<file path="src/rtl/core/assert_macros.svh">
`ifndef ASSERT_MACROS_SVH
`define ASSERT_MACROS_SVH

// check a consequent in the same cycle as its antecedent
`define TBR_ASSERT_NOW(label, clk, rst, ante, cons) \
  label: assert property (@(posedge clk) disable iff (rst) (ante) |-> (cons)) \
    else $error("assertion failed");

// check a consequent in the cycle after its antecedent
`define TBR_ASSERT_NEXT(label, clk, rst, ante, cons) \
  label: assert property (@(posedge clk) disable iff (rst) (ante) |=> (cons)) \
    else $error("assertion failed");

`endif

</file>
<file path="src/rtl/core/tbr_pkg.sv">
`default_nettype none

package tbr_pkg;

  localparam int COORD_BITS    = 24;
  localparam int CORDIC_STAGES = 20;

  localparam int DIFF_BITS     = COORD_BITS + 1;
  localparam int MAG_BITS      = COORD_BITS;
  localparam int SQ_BITS       = 2 * MAG_BITS;
  localparam int ROOT_BITS     = COORD_BITS + 1;
  localparam int SUM_BITS      = 2 * ROOT_BITS;
  localparam int REM_BITS      = ROOT_BITS + 2;
  localparam int CUR_BITS      = REM_BITS + 2;
  localparam int ROUND_BITS    = ROOT_BITS + 1;

  localparam int CORDIC_BITS   = 64;
  localparam int GUARD_SHIFT   = 60 - COORD_BITS;
  localparam int ANGLE_BITS    = 32;
  localparam int STEP_IDX_BITS = 5;

  localparam int BEARING_BITS  = 16;
  localparam int RANGE_BITS    = 25;
  localparam int PROD_BITS     = ANGLE_BITS + BEARING_BITS;
  localparam int CMP_BITS      = (ROUND_BITS > RANGE_BITS) ? ROUND_BITS : RANGE_BITS;

  localparam logic [RANGE_BITS-1:0]   RANGE_MAX     = '1;
  localparam logic [BEARING_BITS-1:0] CENTIDEG_TURN = 16'd36000;
  localparam logic [ANGLE_BITS-1:0]   HALF_TURN     = 32'h8000_0000;

  // pipeline stage map
  localparam int S_DIFF     = 0;
  localparam int S_PREP     = 1;
  localparam int S_SQUARE   = 2;
  localparam int S_SUM      = 3;
  localparam int SQRT_END   = S_SUM + ROOT_BITS;
  localparam int RANGE_DONE = SQRT_END + 1;
  localparam int CORD_END   = S_PREP + CORDIC_STAGES;
  localparam int S_SCALE    = CORD_END + 1;
  localparam int BEAR_DONE  = CORD_END + 2;
  localparam int LAST_STAGE = (BEAR_DONE > RANGE_DONE) ? BEAR_DONE : RANGE_DONE;

  // atan(2^-i) in binary angle, 2^32 = one turn
  localparam logic [ANGLE_BITS-1:0] ATAN_TURNS [32] = '{
    32'h20000000, 32'h12E4051E, 32'h09FB385B, 32'h051111D4,
    32'h028B0D43, 32'h0145D7E1, 32'h00A2F61E, 32'h00517C55,
    32'h0028BE53, 32'h00145F2F, 32'h000A2F98, 32'h000517CC,
    32'h00028BE6, 32'h000145F3, 32'h0000A2FA, 32'h0000517D,
    32'h000028BE, 32'h0000145F, 32'h00000A30, 32'h00000518,
    32'h0000028C, 32'h00000146, 32'h000000A3, 32'h00000051,
    32'h00000029, 32'h00000014, 32'h0000000A, 32'h00000005,
    32'h00000003, 32'h00000001, 32'h00000001, 32'h00000000
  };

  typedef struct packed {
    logic signed [COORD_BITS-1:0] origin_x;
    logic signed [COORD_BITS-1:0] origin_y;
    logic signed [COORD_BITS-1:0] target_x;
    logic signed [COORD_BITS-1:0] target_y;
  } query_t;

  typedef struct packed {
    logic [BEARING_BITS-1:0] bearing_centideg;
    logic [RANGE_BITS-1:0]   range_dist;
    logic                    coincident;
  } result_t;

  typedef struct packed {
    logic signed [CORDIC_BITS-1:0] x;
    logic signed [CORDIC_BITS-1:0] y;
    logic [ANGLE_BITS-1:0]         z;
  } cordic_t;

  typedef struct packed {
    logic [SUM_BITS-1:0]  rad;
    logic [REM_BITS-1:0]  rem;
    logic [ROOT_BITS-1:0] root;
  } sqrt_t;

endpackage

`default_nettype wire

</file>
<file path="src/rtl/core/tbr_cordic_step.sv">
`default_nettype none

module tbr_cordic_step import tbr_pkg::*; (
  input  logic                     clk,
  input  logic                     en,
  input  logic [STEP_IDX_BITS-1:0] idx,
  input  cordic_t                  din,
  output cordic_t                  dout
);

  logic signed [CORDIC_BITS-1:0] x_in;
  logic signed [CORDIC_BITS-1:0] y_in;
  logic signed [CORDIC_BITS-1:0] xs;
  logic signed [CORDIC_BITS-1:0] ys;
  logic signed [CORDIC_BITS-1:0] x_next;
  logic signed [CORDIC_BITS-1:0] y_next;
  logic [ANGLE_BITS-1:0]         z_next;

  always_comb begin
    x_in = din.x;
    y_in = din.y;
    xs   = x_in >>> idx;
    ys   = y_in >>> idx;
    // rotate toward the x axis; the angle wraps modulo one turn
    if (!y_in[CORDIC_BITS-1]) begin
      x_next = x_in + ys;
      y_next = y_in - xs;
      z_next = din.z + ATAN_TURNS[idx];
    end else begin
      x_next = x_in - ys;
      y_next = y_in + xs;
      z_next = din.z - ATAN_TURNS[idx];
    end
  end

  always_ff @(posedge clk) begin
    if (en) begin
      dout <= '{x: x_next, y: y_next, z: z_next};
    end
  end

endmodule

`default_nettype wire

</file>
<file path="config.mk">
export PLATFORM = sky130hd
export DESIGN_NAME = tbr_cordic_step
export DESIGN_NICKNAME = d
export VERILOG_FILES = /design/src/rtl/core/assert_macros.svh /design/src/rtl/core/tbr_pkg.sv /design/src/rtl/core/tbr_cordic_step.sv
export SDC_FILE = /design/constraint.sdc
export NUM_CORES = 1
export LEC_CHECK = 0
export ABC_CLOCK_PERIOD_IN_PS = 20900
export BUFFER_PORTS_ARGS = -buffer_cell sky130_fd_sc_hd__buf_2
export CORE_MARGIN = 3
export CORE_UTILIZATION = 38
export CTS_CLUSTER_SIZE = 40
export DETAILED_ROUTE_END_ITERATION = 8
export GPL_TIMING_DRIVEN = 1
export SLEW_MARGIN = 20
export SYNTH_ARGS = -nofsm -noshare
export SYNTH_HDL_FRONTEND = slang
export SYNTH_SLANG_ARGS = --single-unit
</file>
<file path="constraint.sdc">
create_clock -name clk -period 20.9 [get_ports clk]
set_clock_uncertainty 0.2 [all_clocks]
set_input_delay 3.135 -clock clk [delete_from_list [all_inputs] [get_ports clk]]
set_output_delay 3.135 -clock clk [all_outputs]
set_load 0.03 [all_outputs]
</file>
### Word-level counts from Yosys, hierarchy flattened

Memory sizes are Yosys's and may differ from the RTL's.
Index checks and enable logic that the tools add are counted.

| storage, ports and cells | value |
|---|---|
| bits in registers | 160 |
| bits in read-only memories | 1024 |
| input port bits | 167 |
| word-level logic and storage cells | 19 |
| memories | 1 |

Memories:

| name | depth | width | rd ports | clocked after memory_dff | write ports | line | RTL |
|---|---|---|---|---|---|---|---|
| (name not given) | 32 | 32 | 1 | 0 | 0 | tbr_cordic_step.sv:32 | `z_next = din.z - ATAN_TURNS[idx];` |

| cells by class | value |
|---|---|
| $add $sub $neg | 6 |
| order comparisons | 1 |
| shift-type cells | 2 |
| multiplexer cells | 5 |
| bitwise operators | 1 |

Operator list:

| kind | number |
|---|---|
| adder 64 bit | 2 |
| 2-to-1 mux 64 bit | 2 |
| >>> shifter 64 x 5 -> 64 bit | 2 |
| subtractor 64 bit | 2 |
| 2-to-1 mux 32 bit | 3 |
| adder 32 bit | 1 |
| subtractor 32 bit | 1 |
| greater-or-equal comparator 6 bit (second input constant) | 1 |
| inverter 5 -> 6 bit | 1 |

### Logic depth before layout (Yosys ltp)

| depth | value |
|---|---|
| depth in word-level cells | 6 |
| depth in mapped cells | 33 |
| gate-level depth less buffers | 25 |

### Worst setup path after synthesis

OpenSTA, ideal clock, no wires.

| path | value |
|---|---|
| kind | in2reg |
| start | input idx[1] |
| end | register dout[31] (netlist name), data pin |
| setup time | 0.259 ns |
| arrival | 10.014 ns |
| data required time | 20.441 ns |
| slack | 10.427 ns |
| stages on the path | 32 |
| buffers on the path | 8 |
| cells stage by stage | buf_2 inv_2 buf_2 buf_2 buf_4 buf_1 clkbuf_1 buf_1 ha_1 clkbuf_1 nand2_1 a21o_1 a31oi_1 and3b_1 and2_1 nand2_1 nor2_1 and3_1 nor2_1 xnor2_1 ha_1 a21o_1 a21o_1 nor3b_1 a211oi_1 o31a_1 a41o_1 o41a_1 nand4_1 nand4b_1 a21oi_1 xnor2_1 |

| on the way | value |
|---|---|
| word-level cells in the longest chain between the ends | 6 |

RTL lines:

| what | line | RTL |
|---|---|---|
| start, declared | tbr_cordic_step.sv:6 | `input logic [STEP_IDX_BITS-1:0] idx,` |
| inverter 5 -> 6 bit (not written as such) (*) | tbr_cordic_step.sv:28, tbr_cordic_step.sv:32 |  |
| memory read (32 x 32 bit) (*) | -- |  |
| 2-to-1 mux 32 bit (not written as such) (*) (2 in a row) | tbr_cordic_step.sv:32 |  |
| adder 32 bit / subtractor 32 bit (equally long branches) | tbr_cordic_step.sv:28, tbr_cordic_step.sv:32 |  |
| 2-to-1 mux 32 bit (*) | tbr_cordic_step.sv:25 | `if (!y_in[CORDIC_BITS-1]) begin` |
| via z_next[31] | tbr_cordic_step.sv:17 | `logic [ANGLE_BITS-1:0] z_next;` |
| end signal, assigned | tbr_cordic_step.sv:38 | `dout <= '{x: x_next, y: y_next, z: z_next};` |
| end, declared | tbr_cordic_step.sv:8 | `output cordic_t dout` |

Mark *: on every way through the listed nets, which the timed path passes. The rest lies on a longest branch. The select of a mux whose other input is x is not followed.
A chain may end at the register's enable or synchronous reset.

### Worst setup path in the final report

| path | value |
|---|---|
| start | input idx[2] |
| end | register dout[159] (netlist name), data pin |

| on the way | value |
|---|---|
| word-level cells in the longest chain between the ends | 3 |

RTL lines:

| what | line | RTL |
|---|---|---|
| >>> shifter 64 x 5 -> 64 bit (*) | tbr_cordic_step.sv:23 | `ys = y_in >>> idx;` |
| adder 64 bit / subtractor 64 bit (equally long branches) | tbr_cordic_step.sv:26, tbr_cordic_step.sv:30 |  |
| 2-to-1 mux 64 bit (*) | tbr_cordic_step.sv:25 |  |
| via x_next[63] | tbr_cordic_step.sv:15 | `logic signed [CORDIC_BITS-1:0] x_next;` |

Mark *: on every way through the listed nets, which the timed path passes. The rest lies on a longest branch.

==> out/results.ini <==
[clock_tree]
path_clk_slew_ns = 0.07
post_cts_buffers = 0
cts_root_buffer = clkbuf_16
cts_tree = done
cts_max_path_buffers = 2
cts.sinks = 160
cts-hold-fix-buffers = 0
numCtsBuffers = 17
h-tree-depth = 4
cts_resized = 0

[logic_synthesis]
synth_edf_count = 160
synth_nets = 3463
synthCells = 3115
syn_area_sq_mm = 0.0278
yosys_warnings = 0
ys_types = 102
synth-main-ff-cell = edfxtp_1
async_flop_share_pct = 0
ys_ff_latch = 160
ys_seq_area_share_pct = 17.3
synth.avg_cell_area_sq_um = 8.94

[sta]
relSlewSlack_pct = 17.9
setup-tns-final_ns = 0
fin_crit_sh_pct = 57.5
setup_viol = 0
min_period_ns = 12.03
rsz0062_at_grt = no
hold_violations = 0
tightest_slew_ns = 1.22
slew_violations = 0
max_freq_mhz = 83.2

[global_routing]
grt_pass1_wl_mm = 170
grt_antenna_before_repair = 7
grt_max_degree = 105
grt_pass1_vias = 26027
grt_overflow = 0
grt_usage_pct = 28.9

[setup_path]
crit_path_top_delay_cell = o41ai_1
start_kind = input port
path_class = input port to register
cp_common_cell = nand4_1
crit_path_max_fanout = 90
crit_path_end_kind = register
cp.arrival_ns = 12.08
slowest_delay_ns = 0.90
required_ns = 20.95

[power_and_ir_drop]
ir_drop_uv = 50.9
total_power_uw = 2330
p_per_area_mw_per_mm2 = 76.6
power_leakage_uw = 0.0123

[finish]
reg_top3 = dout x160
multiInputGateArea_sq_mm = 0.0217
synthToLayoutAreaGrowth_pct = 9.57
largest_reg_flops = 160
layoutNonFillerInstCount = 4264
regMostFlops = dout
drive_gt1_share_pct = 20.1
nNetsFinal = 3643
regArea_sq_mm = 0.00480
fill_cells = 7203

[outcome]
status = complete, no violations

[placed_design]
finalWeightedCongestion = 1.07
hpwl_mm = 91.1
io_buffers = 326
placed_cells = 4226

[detailed_routing]
routed_wl_mm = 116
drt_iter0_markers = 3315
ant_nets = 0
vias = 27454
avgRoutedWirePerCell_um = 27.1
drc = 0
dr.pass1.iters = 5
vias_per_cell = 6.44

[run]
max-cap-violations = 0

[die]
start_util_pct = 38.7
rows = 98
io_pins = 327
fp.dieH_um = 277
die_area_sq_mm = 0.0765
dieWidth_um = 277
design.core.area_sq_mm = 0.0720

[min_path]
hp-class = input port to register

==> cell usage in the layout, fill, tap and decap left out, drive strengths merged, types with 12 or more instances in the layout <==
cell	synthesis	final
a41oi	13	13
o21bai	25	25
mux2i	139	139
or2	15	15
a211oi	41	41
xor2	97	97
a31oi	55	55
a21oi	251	251
nor2	263	263
mux2	57	57
edfxtp	160	160
o21ai	189	189
o21a	38	38
and2	25	25
or3	18	18
and3	27	27
nor2b	37	37
nand4	39	39
nor3b	13	13
a21boi	15	15
nand2b	31	31
ha	178	178
mux4	190	190
clkbuf	80	18
xnor2	190	190
nand2	281	281
o31a	12	12
nor4b	12	12
nor3	63	63
buf	117	358
nand3	45	45
a21o	99	99
o22ai	41	41
a221oi	23	23
o211ai	16	16
inv	67	71
and4	12	12
==> power breakdown <==
group          total (uW)  switching [uW]  internal, uW
sequential            517            24.3           492
combinational        1460             944           521
clock                 353             154           199
==> area by class of cell <==
cell class                 count  share of cell area (%)
clock inverter                14                   0.611
clock buffer                  18                    1.41
inverter                      70                   0.886
sequential                   160                    15.8
multi-input combinational   2688                    71.1
timing repair buffer         358                    6.30
antenna                        6                  0.0492
tap                          950                    3.90
==> synthesized netlist by cell type, types with 15 or more instances <==
cell      instances  area, sq um
xor2_1           97          850
a21boi_0         15          113
buf_4            16          120
mux2_2           56          631
o211ai_1         16          120
a211oi_1         40          300
o21a_1           38          285
and2_1           24          150
nand3_1          44          220
or3_1            18          113
clkbuf_1         79          297
nand4_1          38          238
buf_2            52          260
mux4_1           31          815
a221oi_1         16          140
inv_1            66          248
mux2i_1         137         1370
nor2_1          263          987
o21bai_1         25          188
and3_1           27          169
or2_2            15         93.8
nand2_1         280         1050
nor3_1           62          310
edfxtp_1        160         4800
a21o_1           99          743
mux4_2          159         3580
o21ai_0         181          906
nor2b_1          37          231
nand2b_1         31          194
ha_1            178         2230
buf_1            30          113
a31oi_1          54          338
o22ai_1          41          257
xnor2_1         190         1660
a21oi_1         251         1260
==> final timing paths <==
check	from	endpoint	slack (ns)	depth (start not counted)
max	idx[2]	dout[159]$_DFFE_PP_	8.87	25
min	din[1]	dout[1]$_DFFE_PP_	2.80	2
==> per-layer routing <==
metal	vias up	wire length (um)	global-route usage (%)
li1	12363	-	-
met1	13208	45900	36.9
met2	1571	52100	45.4
met3	312	11700	7.51
met4	0	5930	14.6
met5	-	0	0
==> stage by stage <==
stage          hold WS, ns  cell area [sq um]  setup WS [ns]  utilization [%]
6_report              2.80              30500           8.87             42.4
4_1_cts               2.77              30500           9.19             42.3
5_1_grt               2.80              30500           8.56             42.4
3_3_place_gp          3.32              29900           8.59             41.5
2_1_floorplan         3.05              27800          10.43                -
3_5_place_dp          3.32              29900           8.66             41.5
==> worst max-delay path: cells and delay by family <==
family                   cells  cell delay (ns)
buffers and inverters        4             2.18
XOR/XNOR                     2             0.26
multiplexers                 1             0.47
adder cells (fa/ha/maj)      1             0.46
AND/OR/NAND/NOR              7             2.53
AO/OA/AOI/OAI               10             2.80
==> cells by family (layout without fill, tap and decap cells) <==
family | count (synthesis) | count (layout) | synth area share [%]
AOI/OAI and AO/OA | 928 | 928 | 21.7
xor gates and xnor gates | 287 | 287 | 9.03
adders and majority gates | 181 | 181 | 8.22
buffers and inverters | 267 | 460 | 4.84
DFF | 160 | 160 | 17.3
muxes | 386 | 386 | 23.1
other | 0 | 6 | 0
and+or+nand+nor | 906 | 906 | 15.8
No activity file was read; power rests on OpenSTA's default activity.
