[config.mk]
export PLATFORM = sky130hd
export DESIGN_NAME = tbr_bearing_scale
export DESIGN_NICKNAME = d
export VERILOG_FILES = /design/src/rtl/core/assert_macros.svh /design/src/rtl/core/tbr_pkg.sv /design/src/rtl/core/tbr_bearing_scale.sv
export SDC_FILE = /design/constraint.sdc
export NUM_CORES = 1
export LEC_CHECK = 0
export BUFFER_PORTS_ARGS = -buffer_cell sky130_fd_sc_hd__buf_2
export CAP_MARGIN = 0
export CORE_UTILIZATION = 44
export CTS_CLUSTER_SIZE = 8
export DETAILED_ROUTE_END_ITERATION = 8
export SYNTH_ARGS = -nofsm -noshare
export SYNTH_HDL_FRONTEND = slang
export SYNTH_SLANG_ARGS = --single-unit
[constraint.sdc]
create_clock -name clk -period 7 [get_ports clk]
set_input_delay 2.1 -clock clk [delete_from_list [all_inputs] [get_ports clk]]
set_output_delay 2.1 -clock clk [all_outputs]
set_load 0.05 [all_outputs]
[src/rtl/core/assert_macros.svh]
`ifndef ASSERT_MACROS_SVH
`define ASSERT_MACROS_SVH

// check a consequent in the same cycle as its antecedent
`define TBR_ASSERT_NOW(label, clk, rst, ante, cons) \
  label: assert property (@(posedge clk) disable iff (rst) (ante) |-> (cons)) \
    else $error("assertion failed");

// check a consequent in the cycle after its antecedent
`define TBR_ASSERT_NEXT(label, clk, rst, ante, cons) \
  label: assert property (@(posedge clk) disable iff (rst) (ante) |=> (cons)) \
    else $error("assertion failed");

`endif

[src/rtl/core/tbr_pkg.sv]
`default_nettype none

package tbr_pkg;

  localparam int COORD_BITS    = 24;
  localparam int CORDIC_STAGES = 20;

  localparam int DIFF_BITS     = COORD_BITS + 1;
  localparam int MAG_BITS      = COORD_BITS;
  localparam int SQ_BITS       = 2 * MAG_BITS;
  localparam int ROOT_BITS     = COORD_BITS + 1;
  localparam int SUM_BITS      = 2 * ROOT_BITS;
  localparam int REM_BITS      = ROOT_BITS + 2;
  localparam int CUR_BITS      = REM_BITS + 2;
  localparam int ROUND_BITS    = ROOT_BITS + 1;

  localparam int CORDIC_BITS   = 64;
  localparam int GUARD_SHIFT   = 60 - COORD_BITS;
  localparam int ANGLE_BITS    = 32;
  localparam int STEP_IDX_BITS = 5;

  localparam int BEARING_BITS  = 16;
  localparam int RANGE_BITS    = 25;
  localparam int PROD_BITS     = ANGLE_BITS + BEARING_BITS;
  localparam int CMP_BITS      = (ROUND_BITS > RANGE_BITS) ? ROUND_BITS : RANGE_BITS;

  localparam logic [RANGE_BITS-1:0]   RANGE_MAX     = '1;
  localparam logic [BEARING_BITS-1:0] CENTIDEG_TURN = 16'd36000;
  localparam logic [ANGLE_BITS-1:0]   HALF_TURN     = 32'h8000_0000;

  // pipeline stage map
  localparam int S_DIFF     = 0;
  localparam int S_PREP     = 1;
  localparam int S_SQUARE   = 2;
  localparam int S_SUM      = 3;
  localparam int SQRT_END   = S_SUM + ROOT_BITS;
  localparam int RANGE_DONE = SQRT_END + 1;
  localparam int CORD_END   = S_PREP + CORDIC_STAGES;
  localparam int S_SCALE    = CORD_END + 1;
  localparam int BEAR_DONE  = CORD_END + 2;
  localparam int LAST_STAGE = (BEAR_DONE > RANGE_DONE) ? BEAR_DONE : RANGE_DONE;

  // atan(2^-i) in binary angle, 2^32 = one turn
  localparam logic [ANGLE_BITS-1:0] ATAN_TURNS [32] = '{
    32'h20000000, 32'h12E4051E, 32'h09FB385B, 32'h051111D4,
    32'h028B0D43, 32'h0145D7E1, 32'h00A2F61E, 32'h00517C55,
    32'h0028BE53, 32'h00145F2F, 32'h000A2F98, 32'h000517CC,
    32'h00028BE6, 32'h000145F3, 32'h0000A2FA, 32'h0000517D,
    32'h000028BE, 32'h0000145F, 32'h00000A30, 32'h00000518,
    32'h0000028C, 32'h00000146, 32'h000000A3, 32'h00000051,
    32'h00000029, 32'h00000014, 32'h0000000A, 32'h00000005,
    32'h00000003, 32'h00000001, 32'h00000001, 32'h00000000
  };

  typedef struct packed {
    logic signed [COORD_BITS-1:0] origin_x;
    logic signed [COORD_BITS-1:0] origin_y;
    logic signed [COORD_BITS-1:0] target_x;
    logic signed [COORD_BITS-1:0] target_y;
  } query_t;

  typedef struct packed {
    logic [BEARING_BITS-1:0] bearing_centideg;
    logic [RANGE_BITS-1:0]   range_dist;
    logic                    coincident;
  } result_t;

  typedef struct packed {
    logic signed [CORDIC_BITS-1:0] x;
    logic signed [CORDIC_BITS-1:0] y;
    logic [ANGLE_BITS-1:0]         z;
  } cordic_t;

  typedef struct packed {
    logic [SUM_BITS-1:0]  rad;
    logic [REM_BITS-1:0]  rem;
    logic [ROOT_BITS-1:0] root;
  } sqrt_t;

endpackage

`default_nettype wire

[src/rtl/core/tbr_bearing_scale.sv]
`default_nettype none

module tbr_bearing_scale import tbr_pkg::*; (
  input  logic                    clk,
  input  logic                    en_mul,
  input  logic                    en_fold,
  input  logic [ANGLE_BITS-1:0]   angle,
  input  logic                    coincident,
  output logic [BEARING_BITS-1:0] bearing
);

  logic [PROD_BITS-1:0]    prod;
  logic [PROD_BITS-1:0]    prod_rnd;
  logic [BEARING_BITS-1:0] centideg;

  always_ff @(posedge clk) begin
    if (en_mul) begin
      prod <= PROD_BITS'(angle) * PROD_BITS'(CENTIDEG_TURN);
    end
  end

  // round half up, then fold a full turn back to zero
  always_comb begin
    prod_rnd = prod + PROD_BITS'(HALF_TURN);
    centideg = prod_rnd[PROD_BITS-1 -: BEARING_BITS];
  end

  always_ff @(posedge clk) begin
    if (en_fold) begin
      if (coincident || (centideg >= CENTIDEG_TURN)) begin
        bearing <= '0;
      end else begin
        bearing <= centideg;
      end
    end
  end

endmodule

`default_nettype wire

* Yosys cells after proc, flatten, opt, wreduce, memory -nomap -nowiden
Index checks and enable logic that the tools add are counted.
** Operators by class
- Add/sub/neg operators :: 1
- Reductions and logical operators :: 1
- $lt $le $gt $ge :: 1
- Multipliers :: 1
** Operators by type and width (count)
- adder 48 x 32 -> 48 bit, second input constant :: 1
- multiplier 32 x 11 -> 43 bit, second input constant :: 1
- >= comparator 16 bit, second input constant :: 1
- logical OR 1 bit :: 1
** Storage, ports and cells
- Output and inout bits :: 16
- Register bits :: 59
- Logic and storage cells :: 6

* Depth between registers and ports, before layout
Gate-level depths: netlist (run 1).
- Depth in word-level cells :: 3
- Mapped depth :: 17
- Depth with buffers taken out :: 17

* Worst setup path after synthesis (run 1)
No wires, ideal clock.
- Path kind :: input port to flip-flop
- Start point :: input port angle[5]
- End point :: register prod[40], data pin
- Stages on the path :: 15
- Arrival time :: 5.953 ns
- Data required time :: 6.734 ns
- Library setup time :: 0.266 ns
- Path slack :: 0.781 ns
- Cell sequence :: ha_1 -> ha_1 -> inv_1 -> fa_1 -> inv_1 -> fa_1 -> fa_1 -> ha_1 -> a211oi_1 -> o221ai_1 -> a211oi_1 -> nand3_1 -> a31oi_1 -> o221ai_1 -> xor2_1
** On the way
- Longest elaborated chain between the ends :: 1
** RTL lines
- start, declared :: line tbr_bearing_scale.sv:7 : input logic [ANGLE_BITS-1:0] angle,
- multiplier 32 x 11 -> 43 bit :: line tbr_bearing_scale.sv:18 : prod <= PROD_BITS'(angle) * PROD_BITS'(CENTIDEG_TURN);
- end signal, assigned :: line tbr_bearing_scale.sv:18
- end, declared :: line tbr_bearing_scale.sv:12 : logic [PROD_BITS-1:0] prod;
No other way between the ends.
A chain may end at the register's enable or synchronous reset.

* Worst setup path in the final report (run 1)
- Start point :: input port angle[13]
- End point :: register prod[47], data pin
Same word-level chain as after synthesis.

==> results.json, run 1 <==
{
  "cp_max_fo": 5,
  "endpoint_kind": "flip-flop",
  "arrival_ns": 6.59,
  "rr_startpoint": "prod[31]",
  "ys_top_cells_by_area": "ha_1, fa_1, edfxtp_1, inv_1, a21oi_1",
  "r2r_end": "bearing[0]",
  "vias_per_cell": 5.22,
  "cp-start-kind": "input port",
  "p_leak_uw": 0.00395,
  "path_cells": "buf_2 > ha_1 > ha_1 > fa_1 > fa_1 > inv_1 > fa_1 > inv_1 > ha_1 > nand4_1 > nor2_1 > nand2_1 > nor4_1 > o311ai_1 > a21o_1 > a221oi_2",
  "portBuffers": 51,
  "clock.fmax_ghz": 0.154,
  "grt_pass1_vias": 5314,
  "drc": 0,
  "place_area_sq_mm": 0.00771,
  "critPathRequiredTime_ns": 7.10,
  "start_util_pct": 45.4,
  "powerDensity_mw_per_mm2": 358,
  "relSlewSlack_pct": 29.2,
  "clkTransAtPathRegs_ns": 0.05,
  "postCtsHoldBufs": 0,
  "synth_edf_count": 33,
  "async_flop_share_pct": 0,
  "outcome": "complete, no violations",
  "ctsResizeCount": 0,
  "die_h_microns": 130,
  "avgRoutedWirePerCell_microns": 14.3,
  "cts_root_buf": "clkbuf_16",
  "tightestPinTransition_ns": 1.06,
  "cts_tree": "built",
  "maxCapViolations": 0,
  "dr.pass1.iters": 4,
  "critical_path_class": "in2reg",
  "tns_ns": 0,
  "whs_path_depth": 2,
  "grt_max_degree": 18,
  "syn_nets": 1025,
  "final_net_count": 1075,
  "antenna_found_initial": 0,
  "holdPathEnd": "bearing[14]",
  "path_buf_inv": 3,
  "io_pins": 52,
  "grt_pass1_wl_mm": 24.7,
  "hpwl_mm": 12.8,
  "gr-usage-all-layers_pct": 18.2,
  "synth_top_area_share_pct": 30.4,
  "cts_setup_buffers": 0,
  "clock_skew_ns": 0.00213,
  "cts.sinks": 33,
  "timing.final.crit_period_ns": 6.48,
  "die-area_sq_mm": 0.0170,
  "netlist_instances": 733,
  "drv_slew": 0,
  "synth_cell_types": 61,
  "p_total_uw": 2810,
  "yosysWarnings": 0,
  "synth_area_per_cell_sq_um": 9.87,
  "vias": 5216,
  "min_from": "prod[46]",
  "die_x_microns": 130,
  "htreeDepth": 2,
  "clock_tree.buffer_depth": 2,
  "postRouteAntennaNets": 0,
  "cp_slowest_cell": "fa_1",
  "numCtsBuffers": 5,
  "cpLargestDelayFamily": "adder cells",
  "synth_top_cell_by_area": "ha_1",
  "place.gp.congestion": 0.858,
  "clkLatencyLatePin_ns": 0.28,
  "design_area_sq_mm": 0.00785,
  "routed_wl_mm": 14.3,
  "ff2ff_path_depth": 7,
  "syn_to_final_growth_pct": 8.58,
  "cpPeakStageDelay_ns": 0.55,
  "drt_iter0_drc": 196,
  "final-hold-violation-count": 0,
  "ir_drop_mv": 0.150,
  "grt_setup_unrepaired": "false",
  "num_rows": 46,
  "r2r_slack_ns": 4.12,
  "synth.ff_latch_count": 33,
  "hold_class": "reg2reg",
  "setup_viol": 0,
  "design.core.area_sq_mm": 0.0159,
  "drive_above_1_share_pct": 10.5,
  "grt.overflow.total": 0,
  "fin_util_pct": 49.3,
  "yosysSeqAreaShare_pct": 13.7,
  "diodes": 0,
  "synth_flop_cell": "edfxtp_1",
  "mappedNetlistArea_sq_mm": 0.00723,
  "finalCritPeriodShare_pct": 92.6
}
-- worst reg2reg max path: cells and delay by family (launching register included) --
family,cells,cell delay [ns]
AO/OA/AOI/OAI,3,1.35
adder cells (fa/ha/maj),1,0.22
flip-flops,1,0.39
AND/OR/NAND/NOR,3,0.62
-- sequential cells by signal, indices dropped and copies added (netlist names) --
| signal | count |
|---|---|
| bearing | 16 |
| prod | 17 |
-- metrics by stage --
stage | hold slack (ns) | setup WS (ns) | std cells
4_1_cts | 0.697 | 0.506 | 1000
6_report | 0.702 | 0.516 | 1000
3_3_place_gp | 0.678 | 0.283 | 992
5_1_grt | 0.731 | 0.212 | 1000
3_5_place_dp | 0.688 | 0.227 | 992
2_1_floorplan | 0.631 | 0.781 | 733
-- report_power, final --
part	switching (uW)	internal, uW
sequential	69.7	340
combinational	1310	880
clock	76.6	130
total	1460	1350
-- layout make-up --
class | count | area, sq um
fill | 1495 | 8090
multi-input combinational | 537 | 5610
sequential | 33 | 991
inverter | 154 | 578
tap | 216 | 270
timing repair buffer | 52 | 263
clock buffer | 5 | 125
clock inverter | 3 | 17.5
-- how the worst max path moves through the flow --
stage | cells past startpoint | startpoint | endpoint | slack (ns)
after floorplan | 15 | angle[5] | prod[40] | 0.78
after global placement | 16 | angle[14] | prod[47] | 0.28
after global routing | 16 | angle[7] | prod[40] | 0.21
after detailed placement | 16 | angle[14] | prod[47] | 0.23
after CTS | 16 | angle[14] | prod[47] | 0.51
final | 16 | angle[13] | prod[47] | 0.52
-- placed cells by master, fill, tap and decap left out, types with 7 or more instances in the layout --
master	n
nor2_1	22
edfxtp_1	33
nor3_1	8
nand4_1	19
a21o_1	7
a21oi_1	45
inv_1	154
fa_1	80
o21ai_0	22
nand3_1	14
xnor2_1	18
nand2_1	31
nor3_2	10
xor2_1	13
buf_2	51
ha_1	176
-- cells by family after synthesis --
| family | Yosys count | synth area share [%] |
|---|---|---|
| flops | 33 | 13.7 |
| buf+inv | 163 | 8.75 |
| fa+ha+maj | 256 | 52.6 |
| simple gates | 127 | 10.1 |
| mux | 1 | 0.156 |
| compound gates | 122 | 11.0 |
| xor+xnor | 31 | 3.75 |
-- metal layers --
layer / vias to the layer above / global-route usage, % / part of all wire (%) / routed length (microns)
met2: 79 / 30.6 / 47 / 6670
met4: 0 / 3.21 / 0.95 / 136
li1: 2646 / - / - / -
met5: - / 0 / 0 / 0
met1: 2478 / 25.6 / 50 / 7160
met3: 13 / 1.76 / 2.6 / 372
-- synthesized netlist by cell type (5+ instances only) --
cell	n
o221ai_1	5
o21bai_1	5
fa_1	80
o21ai_0	22
nand4_1	19
a21o_1	7
ha_1	176
xor2_1	13
nor3_1	8
nor3_2	10
edfxtp_1	33
nand2_1	31
xnor2_1	18
a21oi_1	45
nand3_1	14
nor2_1	22
inv_1	154
(Power assumes the default switching activity.)
==> run 2, diff against run 1 <==
--- a/config.mk
+++ b/config.mk
@@ -7,9 +7,10 @@
 export LEC_CHECK = 0
 export BUFFER_PORTS_ARGS = -buffer_cell sky130_fd_sc_hd__buf_2
 export CAP_MARGIN = 0
-export CORE_UTILIZATION = 44
+export CORE_UTILIZATION = 57
 export CTS_CLUSTER_SIZE = 8
 export DETAILED_ROUTE_END_ITERATION = 8
+export PLACE_DENSITY = 0.79
 export SYNTH_ARGS = -nofsm -noshare
 export SYNTH_HDL_FRONTEND = slang
 export SYNTH_SLANG_ARGS = --single-unit
==> constraint.sdc (replaced) <==
create_clock -name clk -period 5.7 [get_ports clk]
set_input_delay 1.71 -clock clk [delete_from_list [all_inputs] [get_ports clk]]
set_output_delay 1.71 -clock clk [all_outputs]
set_load 0.05 [all_outputs]
==> run 2 against run 1 <==
  * The flow now finishes with violations (setup timing)
  * Count of clock-buffer cells in the layout rose by 1
  * Design area up 25%
  * Sequential share of layout area shrank 2.5 points
  * Utilization is 31 points higher
  * Non-clock buffer count is 125 higher
  * Wire length rose by 72%
==> results.json, run 2 (synthesized netlist as in run 1, its figures left out) <==
{
  "diodes": 0,
  "clock.fmax_ghz": 0.167,
  "final-hold-violation-count": 0,
  "syn_to_final_growth_pct": 35.9,
  "maxCapViolations": 0,
  "dp_slack_ns": -0.600,
  "postRouteAntennaNets": 0,
  "final_net_count": 1200,
  "grt_setup_unrepaired": "true",
  "ir_drop_mv": 0.314,
  "tns_ns": -1.64,
  "largest_reg_flops": 17,
  "hpwl_mm": 13.8,
  "vias_per_cell": 6.23,
  "cts_root_buf": "clkbuf_16",
  "cpLargestDelayFamily": "adder cells",
  "setup_ws_ns": -0.272,
  "cts.sinks": 33,
  "place.gp.congestion": 0.864,
  "design_area_sq_mm": 0.00983,
  "cp-start-kind": "input port",
  "relSlewSlack_pct": 31.2,
  "drt_iter0_drc": 734,
  "p_seq_share_pct": 9.3,
  "finalCritPeriodShare_pct": 105,
  "grt_pass1_wl_mm": 27.8,
  "die_h_microns": 115,
  "cts_tree": "built",
  "portBuffers": 51,
  "tightestPinTransition_ns": 1.03,
  "top_register": "prod",
  "cpPeakStageDelay_ns": 0.55,
  "violations": "setup timing",
  "grt_pass1_vias": 6264,
  "pwr-share-comb_pct": 86.1,
  "hold_class": "reg2reg",
  "place_area_sq_mm": 0.00844,
  "layout_common_cells": "inv_1, buf_4, ha_1",
  "cp_common_cell": "ha_1",
  "routed_wl_mm": 24.6,
  "path_buf_inv": 3,
  "critical_path_class": "in2reg",
  "die-area_sq_mm": 0.0131,
  "arrival_ns": 5.99,
  "reg_top3": "prod (17), bearing (16)",
  "powerDensity_mw_per_mm2": 552,
  "postCtsHoldBufs": 0,
  "design.core.area_sq_mm": 0.0122,
  "cp_slowest_cell": "fa_1",
  "drc": 0,
  "clkTransAtPathRegs_ns": 0.05,
  "pwr-share-clk_pct": 4.6,
  "avgRoutedWirePerCell_microns": 22.8,
  "drv_slew": 0,
  "dr.pass1.iters": 5,
  "path_cells": "clkbuf_4 > ha_1 > ha_1 > fa_2 > fa_1 > inv_1 > fa_1 > inv_1 > ha_1 > a21oi_1 > o22ai_2 > a211oi_2 > nand3_2 > a31oi_4 > o221ai_1 > xor2_1",
  "setup_viol": 15,
  "grt_max_degree": 18,
  "die_x_microns": 115,
  "drive_above_1_share_pct": 35.9,
  "numCtsBuffers": 5,
  "vias": 6715,
  "outcome": "finished with violations",
  "timing.final.crit_period_ns": 5.97,
  "clkLatencyLatePin_ns": 0.28,
  "io_pins": 52,
  "grt.overflow.total": 0,
  "start_util_pct": 59.2,
  "gr-usage-all-layers_pct": 26.6,
  "cp_max_fo": 5,
  "htreeDepth": 2,
  "final_common_cell": "inv_1",
  "p_leak_uw": 0.00463,
  "p_sw_share_pct": 51.2,
  "clock_tree.buffer_depth": 2,
  "p_switching_uw": 2780,
  "clock_skew_ns": 0.00587,
  "p_int_uw": 2650,
  "critPathRequiredTime_ns": 5.72,
  "antenna_found_initial": 0,
  "num_rows": 40,
  "endpoint_kind": "flip-flop"
}
## run 2: worst reg2reg max path, stage by stage, from the launching register on
cell and delay [ns]:
edfxtp_1 0.39, ha_1 0.21, and3_1 0.34, nand3_1 0.17, nor4b_1 0.31, a21oi_1 0.10
o32ai_2 0.89, nor3_1 0.12
## run 2: final cells by class
class	count	area, sq um
inverters	154	578
repair buffers	177	1280
multi-input cells	537	6630
clock inverters	2	10.0
fillers	662	2380
flip-flops and latches	33	991
well taps	168	210
clock buffers	6	129
## run 2: final timing paths
check        startpoint    endpoint  cells past startpoint  slack, ns
min            prod[34]  bearing[2]                      2       0.72
min reg2reg    prod[34]  bearing[2]                      2       0.72
max reg2reg    prod[31]  bearing[1]                      7       2.88
max           angle[10]    prod[40]                     16      -0.27
## run 2: metrics by stage
| step | hold slack, ns | total power [uW] | std cells | utilization (%) |
|---|---|---|---|---|
| after floorplan | 0.631 | 2630 | 733 | - |
| final | 0.722 | 5420 | 1077 | 80.5 |
| after detailed placement | 0.700 | 3730 | 1047 | 69.1 |
| after CTS | 0.724 | 4300 | 1060 | 72.8 |
| after global placement | 0.671 | 3610 | 1047 | 69.1 |
| after global routing | 0.752 | 5680 | 1077 | 80.5 |
## run 2: per-layer routing
layer | vias up | part of all wire, % | track usage, % | routed length [microns]
li1 | 2894 | - | - | -
met1 | 3203 | 33 | 32.5 | 8200
met2 | 423 | 49 | 49.1 | 12000
met3 | 195 | 8.1 | 2.12 | 1990
met4 | 0 | 9.6 | 9.00 | 2370
met5 | - | 0 | 0 | 0
## run 2: timing repair
item | CTS | global route
buffers inserted | 5 | 17
gates resized for setup | 38 | 133
pin swaps | 32 | 86
setup endpoints to repair | 12 | 15
## run 2: power groups by stage
stage | Combinational, uW | Sequential (uW) | Clock (uW)
after global routing | 4900 | 515 | 264
after global placement | 3110 | 498 | 0
after detailed placement | 3230 | 505 | 0
after floorplan | 2080 | 551 | 0
after CTS | 3550 | 502 | 251
final | 4670 | 505 | 250
