### src/rtl/core/assert_macros.svh
`ifndef ASSERT_MACROS_SVH
`define ASSERT_MACROS_SVH

// check a consequent in the same cycle as its antecedent
`define TBR_ASSERT_NOW(label, clk, rst, ante, cons) \
  label: assert property (@(posedge clk) disable iff (rst) (ante) |-> (cons)) \
    else $error("assertion failed");

// check a consequent in the cycle after its antecedent
`define TBR_ASSERT_NEXT(label, clk, rst, ante, cons) \
  label: assert property (@(posedge clk) disable iff (rst) (ante) |=> (cons)) \
    else $error("assertion failed");

`endif

### src/rtl/core/tbr_pkg.sv
`default_nettype none

package tbr_pkg;

  localparam int COORD_BITS    = 24;
  localparam int CORDIC_STAGES = 20;

  localparam int DIFF_BITS     = COORD_BITS + 1;
  localparam int MAG_BITS      = COORD_BITS;
  localparam int SQ_BITS       = 2 * MAG_BITS;
  localparam int ROOT_BITS     = COORD_BITS + 1;
  localparam int SUM_BITS      = 2 * ROOT_BITS;
  localparam int REM_BITS      = ROOT_BITS + 2;
  localparam int CUR_BITS      = REM_BITS + 2;
  localparam int ROUND_BITS    = ROOT_BITS + 1;

  localparam int CORDIC_BITS   = 64;
  localparam int GUARD_SHIFT   = 60 - COORD_BITS;
  localparam int ANGLE_BITS    = 32;
  localparam int STEP_IDX_BITS = 5;

  localparam int BEARING_BITS  = 16;
  localparam int RANGE_BITS    = 25;
  localparam int PROD_BITS     = ANGLE_BITS + BEARING_BITS;
  localparam int CMP_BITS      = (ROUND_BITS > RANGE_BITS) ? ROUND_BITS : RANGE_BITS;

  localparam logic [RANGE_BITS-1:0]   RANGE_MAX     = '1;
  localparam logic [BEARING_BITS-1:0] CENTIDEG_TURN = 16'd36000;
  localparam logic [ANGLE_BITS-1:0]   HALF_TURN     = 32'h8000_0000;

  // pipeline stage map
  localparam int S_DIFF     = 0;
  localparam int S_PREP     = 1;
  localparam int S_SQUARE   = 2;
  localparam int S_SUM      = 3;
  localparam int SQRT_END   = S_SUM + ROOT_BITS;
  localparam int RANGE_DONE = SQRT_END + 1;
  localparam int CORD_END   = S_PREP + CORDIC_STAGES;
  localparam int S_SCALE    = CORD_END + 1;
  localparam int BEAR_DONE  = CORD_END + 2;
  localparam int LAST_STAGE = (BEAR_DONE > RANGE_DONE) ? BEAR_DONE : RANGE_DONE;

  // atan(2^-i) in binary angle, 2^32 = one turn
  localparam logic [ANGLE_BITS-1:0] ATAN_TURNS [32] = '{
    32'h20000000, 32'h12E4051E, 32'h09FB385B, 32'h051111D4,
    32'h028B0D43, 32'h0145D7E1, 32'h00A2F61E, 32'h00517C55,
    32'h0028BE53, 32'h00145F2F, 32'h000A2F98, 32'h000517CC,
    32'h00028BE6, 32'h000145F3, 32'h0000A2FA, 32'h0000517D,
    32'h000028BE, 32'h0000145F, 32'h00000A30, 32'h00000518,
    32'h0000028C, 32'h00000146, 32'h000000A3, 32'h00000051,
    32'h00000029, 32'h00000014, 32'h0000000A, 32'h00000005,
    32'h00000003, 32'h00000001, 32'h00000001, 32'h00000000
  };

  typedef struct packed {
    logic signed [COORD_BITS-1:0] origin_x;
    logic signed [COORD_BITS-1:0] origin_y;
    logic signed [COORD_BITS-1:0] target_x;
    logic signed [COORD_BITS-1:0] target_y;
  } query_t;

  typedef struct packed {
    logic [BEARING_BITS-1:0] bearing_centideg;
    logic [RANGE_BITS-1:0]   range_dist;
    logic                    coincident;
  } result_t;

  typedef struct packed {
    logic signed [CORDIC_BITS-1:0] x;
    logic signed [CORDIC_BITS-1:0] y;
    logic [ANGLE_BITS-1:0]         z;
  } cordic_t;

  typedef struct packed {
    logic [SUM_BITS-1:0]  rad;
    logic [REM_BITS-1:0]  rem;
    logic [ROOT_BITS-1:0] root;
  } sqrt_t;

endpackage

`default_nettype wire

### src/rtl/core/tbr_sqrt_step.sv
`default_nettype none

module tbr_sqrt_step import tbr_pkg::*; (
  input  logic  clk,
  input  logic  en,
  input  sqrt_t din,
  output sqrt_t dout
);

  logic [CUR_BITS-1:0]  cur;
  logic [CUR_BITS-1:0]  trial;
  logic [REM_BITS-1:0]  rem_next;
  logic [ROOT_BITS-1:0] root_next;

  // one result bit per step: bring down two radicand bits, try 4*root+1
  always_comb begin
    cur   = {din.rem, din.rad[SUM_BITS-1 -: 2]};
    trial = CUR_BITS'({din.root, 2'b01});
    if (cur >= trial) begin
      rem_next  = REM_BITS'(cur - trial);
      root_next = {din.root[ROOT_BITS-2:0], 1'b1};
    end else begin
      rem_next  = REM_BITS'(cur);
      root_next = {din.root[ROOT_BITS-2:0], 1'b0};
    end
  end

  always_ff @(posedge clk) begin
    if (en) begin
      dout <= '{rad: {din.rad[SUM_BITS-3:0], 2'b00}, rem: rem_next, root: root_next};
    end
  end

endmodule

`default_nettype wire

### config.mk
export PLATFORM = sky130hd
export DESIGN_NAME = tbr_sqrt_step
export DESIGN_NICKNAME = d
export VERILOG_FILES = /design/src/rtl/core/assert_macros.svh /design/src/rtl/core/tbr_pkg.sv /design/src/rtl/core/tbr_sqrt_step.sv
export SDC_FILE = /design/constraint.sdc
export NUM_CORES = 1
export LEC_CHECK = 0
export BUFFER_PORTS_ARGS = -buffer_cell sky130_fd_sc_hd__clkbuf_2
export CORE_MARGIN = 2
export CORE_UTILIZATION = 52
export DETAILED_ROUTE_END_ITERATION = 16
export GPL_ROUTABILITY_DRIVEN = 0
export GPL_TIMING_DRIVEN = 0
export PLACE_DENSITY_LB_ADDON = 0.08
export SLEW_MARGIN = 10
export SYNTH_ARGS = -nofsm -noshare
export SYNTH_HDL_FRONTEND = slang
export SYNTH_SLANG_ARGS = --single-unit
### constraint.sdc
create_clock -name clk -period 4.2 [get_ports clk]
set_input_delay 0.42 -clock clk [delete_from_list [all_inputs] [get_ports clk]]
set_output_delay 0.42 -clock clk [all_outputs]
set_load 0.02 [all_outputs]
# After elaboration in Yosys (flattened, before gate mapping)
# Index checks and enable logic that the tools add are counted.
# op_classes
n_mux	2
addsub	1
order_cmp	1
# op_table
cell	n
$ge 29x27->1	1
$mux 27	1
$sub 27x27->27	1
$mux 1	1
# totals
inputBits	104
elab_cells	7
register_bits	100
out_inout_bits	102

# Depth between registers and ports, before layout
# Gate-level depths: netlist (run 1).
# logic_depth
depth_word	2
ltp_mapped	13
mapped_depth_nobuf	10

# Worst setup path before layout (run 1)
# OpenSTA, ideal clock, no wires.
# synth_path
path_type	in2reg
start	input din[1] in the netlist's numbering
end	register dout[34] in the netlist's numbering (data pin)
path_buffers	2
setup_ns	0.260
cell_stages	12
setup_slack_ns	1.233
required_ns	3.940
arrival_time_ns	2.707
path_cell_list	inv_1 > ha_1 > nor3_1 > a211oi_2 > a31oi_4 > o311ai_4 > nor2_4 > o211ai_2 > a2111o_1 > buf_6 > buf_12 > mux2_4
# synth_between
elab_chain_cells	2
word_cells_on_any_way	3
classes_between	1 x add/sub; 1 x order compare; 1 x mux
# synth_rtl
item	line_no	rtl
start, declared	tbr_sqrt_step.sv:6	input sqrt_t din,
$sub 27x27->27 / $ge 29x27->1 (equally long branches)	tbr_sqrt_step.sv:20, tbr_sqrt_step.sv:19	
$mux 27 *	tbr_sqrt_step.sv:19	if (cur >= trial) begin
via rem_next[9]	tbr_sqrt_step.sv:12	logic [REM_BITS-1:0] rem_next;
end signal, assigned	tbr_sqrt_step.sv:30	dout <= '{rad: {din.rad[SUM_BITS-3:0], 2'b00}, rem: rem_next, root: root_next};
end, declared	tbr_sqrt_step.sv:7	output sqrt_t dout
# The timed path passes the listed nets; every way through them passes the cells marked *.
# A chain may end at the register's enable or synchronous reset.

# Final worst setup path (run 1)
# layout_path
start	input din[0] in the netlist's numbering
end	register dout[36] in the netlist's numbering (data pin)
# Same word-level chain as after synthesis.

==> qor.csv, run 1 <==
metric;value;unit
run status;finished clean;
vias per cell;5.15;
Power Internal;0.00172;W
largest register by flop count;dout;
Ports;206;
Post-synth EDFFs;100;
max reg flops;100;
library cells used by synthesis;54;
# rows;35;
vias;3736;
WL final;11300;µm
Top Registers;dout (100);
Final ANT Viol Nets;0;
Async S/R FF share, synth;0;%
Critical-path top delay cell;a211oi_2;
setup violators final;0;
headroom to the max-slew limit;57.6;%
Lkg Pwr;3.00;nW
Logic pwr share;26.2;%
routed length per instance;15.6;µm
switching power;0.000760;W
critical path startpoint category;input port;
Worst Path Max Fanout;10;
H-tree Lvls;3;
dpl hpwl;8840;µm
gr usage total;20.9;%
crit path buf inv count;4;
Sequential Power Share;50.3;%
power share of the clock group;23.5;%
Final Cycle Share;70.7;%
Post-CTS Resized;0;
Max Slew Vio Count;0;
Ant. Diodes;0;
crit path DAT;3.08;ns
CTS tree;done;
Yosys Warn Count;0;
Num CTS Buffers;9;
Synth Cell Area;5050;µm²
initial antenna violation count;0;
CP endpoint kind;flip-flop;
Max Freq;337;MHz
Peak VDD IR;0.000216;V
largest net degree at the start of global routing;67;
Total Nets Final;722;
Fill cells;725;
Die H;103;µm
root buffer cell;clkbuf_8;
Most used DFF post-synth;edfxtp_1;
clk sinks;100;
Initial Utilization;54.1;%
clk slew on worst S/H paths;0.10;ns
register area share after synthesis;59.5;%
Hold Buf Count CTS;0;
Initial DRC Count;208;
Largest delay share family, worst path;compound AO/OA/AOI/OAI gates;
delay of the slowest critical-path stage;0.40;ns
crit path time final;2.97;ns
Syn Area/Cell;13.5;µm²
first-pass GRT wire length;16800;µm
# DRC;0;
remaining global-route overflow;0;
Max clock buf depth;2;
crit-path cells;clkbuf_2, inv_1, ha_1, o21ai_1, a211oi_2, a31oi_4, o311ai_4, nor2_4, o211ai_2, a2111o_1, buf_6, buf_12, mux2_4;
worst hold slack;0.224;ns
area delta synth->final;27.6;%
RSZ-0062 raised after global routing;no;
layout cell share with drive strength beyond 1;45.1;%
final hold violations;0;
Die ar.;10500;µm²
final instance area;6440;µm²
synthesized instance count;375;
vias in the first global route;3596;
Sw Ratio;30.7;%
die width;103;µm
Setup CP Type;input port to flip-flop;
placed inst area;6260;µm²
CP required;4.31;ns
Post-CTS Setup Bufs;0;
Worst-Margin Slew;0.633;ns
drt pass-1 iters;5;
Setup TNS;0;ns
Yosys reg bits;100;
Hold Crit Class;input port to flip-flop;
MaxCap Viol Count;0;
core area;9330;µm²
pwr dens;385;nW/µm²
port bufs;203;
[kinds of logic after synthesis]
| group | Yosys count | share of synthesized area (%) |
|---|---|---|
| other cells | 1 | 0.0743 |
| fa+ha+maj | 27 | 6.69 |
| simple gates | 71 | 7.06 |
| xor+xnor | 22 | 3.82 |
| mux | 27 | 7.24 |
| buf+inv | 46 | 4.66 |
| flops | 100 | 59.5 |
| compound gates | 81 | 11.0 |
[Yosys cell counts (2+ instances only)]
cell      number  area [µm²]
a21o_1         5        37.5
a31oi_1        4        25.0
nand3_1        7        35.0
mux2_4        17         255
xnor2_1       11        96.3
ha_1          27         338
buf_6          2        22.5
a21oi_1       25         125
o21ai_1        2        10.0
buf_4          2        15.0
edfxtp_1     100        3000
or3_1          2        12.5
buf_12         2        40.0
nor2_1        14        52.6
nand4_1        6        37.5
nor2b_1        3        18.8
nor3_1         7        35.0
and3_1         3        18.8
buf_2          5        25.0
o21ai_0       17        85.1
inv_1         34         128
nand2_1       20        75.1
mux2i_1        2        20.0
mux2_2         8        90.1
o21a_1         3        22.5
or2_2          2        12.5
o21bai_1       3        22.5
a211oi_1       6        45.0
xor2_1        11        96.3
[final cells by class]
type | count | area [µm²] | share of cell area (%)
flip-flops and latches | 100 | 3000 | 46.6
multi-input cells | 230 | 1810 | 28.2
repair buffers | 204 | 1050 | 16.2
well taps | 129 | 161 | 2.50
inverters | 34 | 128 | 1.98
clock buffers | 9 | 124 | 1.92
plain buffers | 12 | 108 | 1.67
clock inverters | 7 | 60.1 | 0.932
[final timing paths]
check / slack (ns) / startpoint / endpoint / cells after the start
worst min-delay path: 0.22 / din[71] / dout[73]$_DFFE_PP_ / 1
worst max-delay path: 1.23 / din[0] / dout[36]$_DFFE_PP_ / 13
[metrics by stage]
step | total power (W) | setup WS (ns) | std cells | utilization, %
finish | 0.00248 | 1.23 | 725 | 69.1
global route | 0.00260 | 1.07 | 725 | 69.1
CTS | 0.00250 | 1.23 | 725 | 69.1
detailed placement | 0.00192 | 0.837 | 709 | 67.1
global placement | 0.00191 | 0.864 | 708 | 66.8
floorplan | 0.00169 | 1.23 | 376 | -
[power by group through the flow]
| stage | clock, W | sequential [W] | combinational (W) |
|---|---|---|---|
| finish | 0.000582 | 0.00125 | 0.000650 |
| global route | 0.000634 | 0.00126 | 0.000706 |
| floorplan | 0 | 0.00140 | 0.000291 |
| detailed placement | 0 | 0.00127 | 0.000649 |
| CTS | 0.000602 | 0.00125 | 0.000652 |
| global placement | 0 | 0.00127 | 0.000636 |
[layout by cell type (no fill, tap or decap), types with 3 or more instances in the layout]
cell      count
o21bai_1      3
edfxtp_1    100
nand3_1       7
a31oi_1       4
a21oi_1      25
buf_2         5
nor3_1        7
inv_1        34
xnor2_1      11
nor2_1       14
o21ai_0      17
clkinv_4      3
ha_1         27
o21a_1        3
xor2_1       11
mux2_4       17
nand4_1       6
mux2_2        8
clkbuf_2    203
a211oi_1      6
a21o_1        5
nor2b_1       3
and3_1        3
nand2_1      20
clkbuf_8      9
[metal layers]
metal / GRT usage, % / vias to the layer above / routed length (µm)
met5: 0 / - / 0
met3: 6.64 / 16 / 1070
met1: 26.0 / 1734 / 4520
met4: 6.05 / 0 / 197
met2: 35.1 / 160 / 5500
li1: - / 1826 / -
No activity file was read; power rests on OpenSTA's default activity.
==> inputs of run 2 (changes only) <==
Settings changed: CORE_UTILIZATION 52 to 44.
Clock period 4.2 ns to 2.55 ns, I/O delays scaled along.
==> run 2 against run 1 <==
Die area up 17%; critical endpoint is now dout[40]$_DFFE_PP_; sequential power increased by 65%; highest routed layer unchanged; cell count increased by 4.6%.
==> qor.csv, run 2 (same netlist as run 1, synthesis figures left out) <==
metric;value;unit;change
Largest delay share family, worst path;compound AO/OA/AOI/OAI gates;;unchanged
Final ANT Viol Nets;0;;unchanged
setup violators final;0;;unchanged
vias;3813;;was 3,736
H-tree Lvls;3;;unchanged
remaining global-route overflow;0;;unchanged
first-pass GRT wire length;18300;µm;was 16,800 µm
largest net degree at the start of global routing;66;;was 67
Peak VDD IR;0.000573;V;was 0.000216 V
worst setup margin;0.0598;ns;was 1.23 ns
Total Nets Final;741;;was 722
Initial Utilization;44.6;%;was 54.1%
# rows;39;;was 35
routed length per instance;15.9;µm;was 15.6 µm
Final Cycle Share;97.7;%;
path length in cells of the critical path;13;;unchanged
Util after Layout;63.6;%;was 69.1%
vias per cell;5.03;;was 5.15
WL final;12100;µm;was 11,300 µm
Lkg Pwr;3.21;nW;was 3.00 nW
max reg flops;100;;unchanged
Ant. Diodes;0;;unchanged
Critical-path top delay cell;o311ai_4;;was a211oi_2
CP required;2.65;ns;was 4.31 ns
Max Slew Vio Count;0;;unchanged
crit path time final;2.49;ns;
clk sinks;100;;unchanged
Worst-Margin Slew;0.547;ns;was 0.633 ns
core area;11300;µm²;was 9330 µm²
root buffer cell;clkbuf_16;;was clkbuf_8
area delta synth->final;42.6;%;was 27.6%
vias in the first global route;3610;;was 3,596
crit path buf inv count;4;;unchanged
fin cells;758;;was 725
largest register by flop count;dout;;unchanged
Top cell by count, worst path;buf_8;;
port bufs;203;;unchanged
Die ar.;12300;µm²;was 10,500 µm²
final hold violations;0;;unchanged
MaxCap Viol Count;0;;unchanged
delay of the slowest critical-path stage;0.34;ns;was 0.40 ns
clk slew on worst S/H paths;0.07;ns;was 0.10 ns
Pwr Total;0.00472;W;was 0.00248 W
Setup crit end;dout[40]$_DFFE_PP_;;was dout[36]$_DFFE_PP_
Top Registers;dout (100);;unchanged
Worst Path Max Fanout;6;;was 10
Hold Crit Class;input port to flip-flop;;unchanged
run status;finished clean;;unchanged
most frequent cells in the layout;clkbuf_2, edfxtp_1, inv_1;;unchanged
Num CTS Buffers;9;;unchanged
Ports;206;;unchanged
layout cell share with drive strength beyond 1;54.6;%;was 45.1%
dpl hpwl;8990;µm;was 8840 µm
Max Freq;402;MHz;
crit-path cells;buf_8, inv_4, ha_4, o21ai_4, a211oi_4, a31oi_4, o311ai_4, nor2_4, o211ai_2, a2111o_1, buf_8, clkbuf_16, mux2_4;;was clkbuf_2, inv_1, ha_1, o21ai_1, a211oi_2, a31oi_4, o311ai_4, nor2_4, o211ai_2, a2111o_1, buf_6, buf_12, mux2_4
CTS tree;done;;unchanged
Post-Place Cells;723;;was 709
pwr dens;656;nW/µm²;was 385 nW/µm²
Post-Place Worst Slack;-0.518;ns;was 0.837 ns
Die H;111;µm;was 103 µm
headroom to the max-slew limit;63.5;%;was 57.6%
Worst setup startpoint;din[0];;unchanged
CP endpoint kind;flip-flop;;unchanged
Initial DRC Count;198;;was 208
crit path DAT;2.59;ns;was 3.08 ns
die width;111;µm;was 103 µm
Setup TNS;0;ns;unchanged
critical path startpoint category;input port;;unchanged
Max clock buf depth;2;;unchanged
commonest non-fill, non-tap cell in the layout;clkbuf_2;;unchanged
initial antenna violation count;0;;unchanged
gr usage total;18.7;%;was 20.9%
drt pass-1 iters;5;;unchanged
Setup CP Type;input port to flip-flop;;unchanged
# DRC;0;;unchanged
## run 2: changes by cell type in the layout (fill, tap and decap cells not counted), sizes merged
cell | previous run | this run
clkbuf | 213 | 208
buf | 12 | 36
bufinv | 0 | 1
clkinvlp | 1 | 0
inv | 36 | 37
clkinv | 4 | 3
## run 2: layer usage
metal,up-vias,track usage (%),part of all wire (%)
li1,1873,-,-
met1,1785,24.3,44
met2,142,29.8,47
met3,13,5.36,7.1
met4,0,7.24,1.7
met5,-,0,0
## run 2: stage by stage
step / hold WS [ns] / cell area, µm²
finish: 0.0748 / 7200
global route: 0.0594 / 7200
CTS: 0.0659 / 6930
detailed placement: 0.434 / 6550
global placement: 0.432 / 6520
floorplan: 0.354 / 5320
## run 2: how the worst min path moves through the flow
stage,from,to,slack (ns),cells after the start
2_1_floorplan,din[98],dout[100]$_DFFE_PP_,0.35,0
3_3_place_gp,din[55],dout[57]$_DFFE_PP_,0.43,1
3_5_place_dp,din[66],dout[68]$_DFFE_PP_,0.43,1
4_1_cts,din[66],dout[68]$_DFFE_PP_,0.07,1
5_1_grt,din[80],dout[82]$_DFFE_PP_,0.06,1
6_report,din[79],dout[81]$_DFFE_PP_,0.07,1
## run 2: final cells by class
cell class                      instances  area (µm²)
Buffer                                  9         115
Clock buffer                            9         225
Clock inverter                          7        81.3
Fill cell                             892        4120
Inverter                               34         138
Multi-Input combinational cell        230        2190
Sequential cell                       100        3000
Tap cell                              143         179
Timing Repair Buffer                  226        1270
## run 2: timing repair
item	4_1_cts	5_1_grt
cloned	0	1
hold buffers	0	0
buffers inserted	5	16
endpoints found under the setup margin	25	24
pin swaps	5	20
gates resized for setup	5	39
## run 2: power by group
group	leakage (nW)	internal, W	switching [W]	total [W]
sequential	0.979	0.00201	0.0000448	0.00206
clock	0.152	0.000777	0.000642	0.00142
combinational	2.08	0.000572	0.000671	0.00124
==> inputs of run 3 (changes only) <==
Settings changed: RECOVER_POWER set to 25.
==> run 3 against run 2 <==
The flow now finishes with violations (max-capacitance violations, max-slew violations); first-iteration DRC count is 3.0% higher; utilization down 0.11 points; design area down 0.17%; via count is 0.58% higher; clock power hardly changed; fmax about the same; die area unchanged; setup slack about the same; flip-flop and latch count stayed put; sequential power hardly changed; total power about the same; count of clock-buffer cells in the layout unchanged; largest cell class unchanged; largest power group unchanged.
==> qor.csv, run 3 (same netlist as run 1, synthesis figures left out) <==
metric;value;unit;change
Max clock buf depth;2;;unchanged
pwr dens;657;nW/µm²;was 656 nW/µm²
core area;11300;µm²;unchanged
max reg flops;100;;unchanged
Hold Path Sink;dout[81]$_DFFE_PP_;;unchanged
drt pass-1 iters;5;;unchanged
final instance area;7180;µm²;was 7200 µm²
delay of the slowest critical-path stage;0.34;ns;about the same
initial antenna violation count;0;;unchanged
remaining global-route overflow;0;;unchanged
setup violators final;0;;unchanged
clk slew on worst S/H paths;0.07;ns;about the same
Initial DRC Count;204;;was 198
Max Slew Vio Count;36;;was 0
final hold violations;0;;unchanged
largest register by flop count;dout;;unchanged
run status;finished, violations left;;was finished clean
Fill cells;894;;was 892
Ports;206;;unchanged
power share of the clock group;30.1;%;about the same
WL final;12100;µm;about the same
Util after Layout;63.5;%;was 63.6%
Top Registers;dout (100);;unchanged
Worst Path Max Fanout;6;;unchanged
port bufs;203;;unchanged
clk sinks;100;;unchanged
vias;3835;;was 3,813
Largest delay share family, worst path;compound AO/OA/AOI/OAI gates;;unchanged
headroom to the max-slew limit;-41.2;%;was 63.5%
root buffer cell;clkbuf_16;;unchanged
# rows;39;;unchanged
Final Cycle Share;97.7;%;about the same
failing checks;max-capacitance violations, max-slew violations;;
Die H;111;µm;unchanged
hold path startpoint;din[79];;unchanged
vias per cell;5.06;;was 5.03
CP endpoint kind;flip-flop;;unchanged
H-tree Lvls;3;;unchanged
# DRC;0;;unchanged
crit path time final;2.49;ns;about the same
most frequent cells in the layout;clkbuf_2, edfxtp_1, inv_1;;unchanged
Critical-path top delay cell;o311ai_4;;unchanged
commonest non-fill, non-tap cell in the layout;clkbuf_2;;unchanged
Hold Buf Count CTS;0;;unchanged
Final ANT Viol Nets;0;;unchanged
layout cell share with drive strength beyond 1;53.3;%;was 54.6%
Num CTS Buffers;9;;unchanged
CP required;2.65;ns;about the same
Top cell by count, worst path;buf_8;;unchanged
crit path DAT;2.59;ns;about the same
crit path buf inv count;4;;unchanged
Die ar.;12300;µm²;unchanged
MaxCap Viol Count;1;;was 0
dpl hpwl;8990;µm;unchanged
critical path startpoint category;input port;;unchanged
Setup CP Type;input port to flip-flop;;unchanged
Power Internal;0.00336;W;about the same
crit-path cells;buf_8, inv_4, ha_4, o21ai_4, a211oi_4, a31oi_4, o311ai_4, nor2_4, o211ai_2, a2111o_1, buf_8, clkbuf_16, mux2_4;;unchanged
Sw Ratio;28.8;%;about the same
Max Freq;402;MHz;about the same
Initial Utilization;44.6;%;unchanged
Logic pwr share;26.3;%;about the same
switching power;0.00136;W;about the same
CTS tree;done;;unchanged
Sequential Power Share;43.6;%;about the same
Peak VDD IR;0.000572;V;was 0.000573 V
first-pass GRT wire length;18300;µm;unchanged
hold path cells;1;;unchanged
routed length per instance;15.9;µm;about the same
vias in the first global route;3610;;unchanged
placed inst area;6550;µm²;unchanged
die width;111;µm;unchanged
Reg area;3000;µm²;unchanged
area delta synth->final;42.3;%;was 42.6%
Hold Crit Class;input port to flip-flop;;unchanged
largest net degree at the start of global routing;66;;unchanged
gr usage total;18.7;%;unchanged
Worst-Margin Slew;2.12;ns;was 0.547 ns
area taken by multi-input logic gates;2190;µm²;unchanged
Total Nets Final;741;;unchanged
Lkg Pwr;3.19;nW;was 3.21 nW
Ant. Diodes;0;;unchanged
==> run 3: cell count changes in the layout (fill, tap and decap cells not counted) <==
| cell | previous run | this run |
|---|---|---|
| clkbuf_2 | 197 | 190 |
| clkbuf_1 | 0 | 8 |
| clkbuf_4 | 1 | 0 |
==> run 3: final cells by class <==
type	count	area share (%)
Timing Repair Buffer	226	17.5
Sequential cell	100	41.8
Buffer	9	1.60
Multi-Input combinational cell	230	30.4
Tap cell	143	2.49
Clock buffer	9	3.13
Inverter	34	1.92
Clock inverter	7	1.13
==> run 3: metrics by stage <==
step / setup slack, ns / total power, W / instances / hold slack [ns] / setup TNS (ns)
CTS: 0.00240 / 0.00469 / 744 / 0.0659 / 0
detailed placement: -0.518 / 0.00324 / 723 / 0.434 / -12.37
global placement: -0.510 / 0.00322 / 722 / 0.432 / -12.17
global route: -0.000624 / 0.00492 / 758 / 0.0594 / -0.000624
finish: 0.0594 / 0.00472 / 758 / 0.0751 / 0
floorplan: -0.0453 / 0.00285 / 376 / 0.354 / -0.748
==> run 3: worst max-delay path by stage <==
stage             from                 end  depth (start not counted)
2_1_floorplan  din[35]  dout[34]$_DFFE_PP_                         12
3_3_place_gp    din[0]  dout[38]$_DFFE_PP_                         13
3_5_place_dp    din[0]  dout[38]$_DFFE_PP_                         13
4_1_cts         din[9]  dout[47]$_DFFE_PP_                         12
5_1_grt         din[9]  dout[47]$_DFFE_PP_                         12
6_report        din[0]  dout[40]$_DFFE_PP_                         13
==> run 3: power by group through the flow <==
stage               sequential [W]  clock [W]  combinational [W]
global route               0.00207    0.00151            0.00134
global placement           0.00209          0            0.00113
floorplan                  0.00231          0           0.000541
detailed placement         0.00209          0            0.00114
CTS                        0.00206    0.00145            0.00117
finish                     0.00206    0.00142            0.00124
==> run 3: timing repair <==
item | 4_1_cts | 5_1_grt
cloned | 0 | 1
setup endpoints to repair | 25 | 24
endpoints found under the hold margin | 0 | 0
pin swaps | 5 | 20
setup buffers | 5 | 16
resized for setup | 5 | 39
==> run 3: layer usage <==
layer / vias up / track usage, % / wire length [µm]
met2: 147 / 29.8 / 5720
met4: 0 / 7.24 / 206
met1: 1803 / 24.3 / 5270
met3: 13 / 5.36 / 876
met5: - / 0 / 0
li1: 1872 / - / -
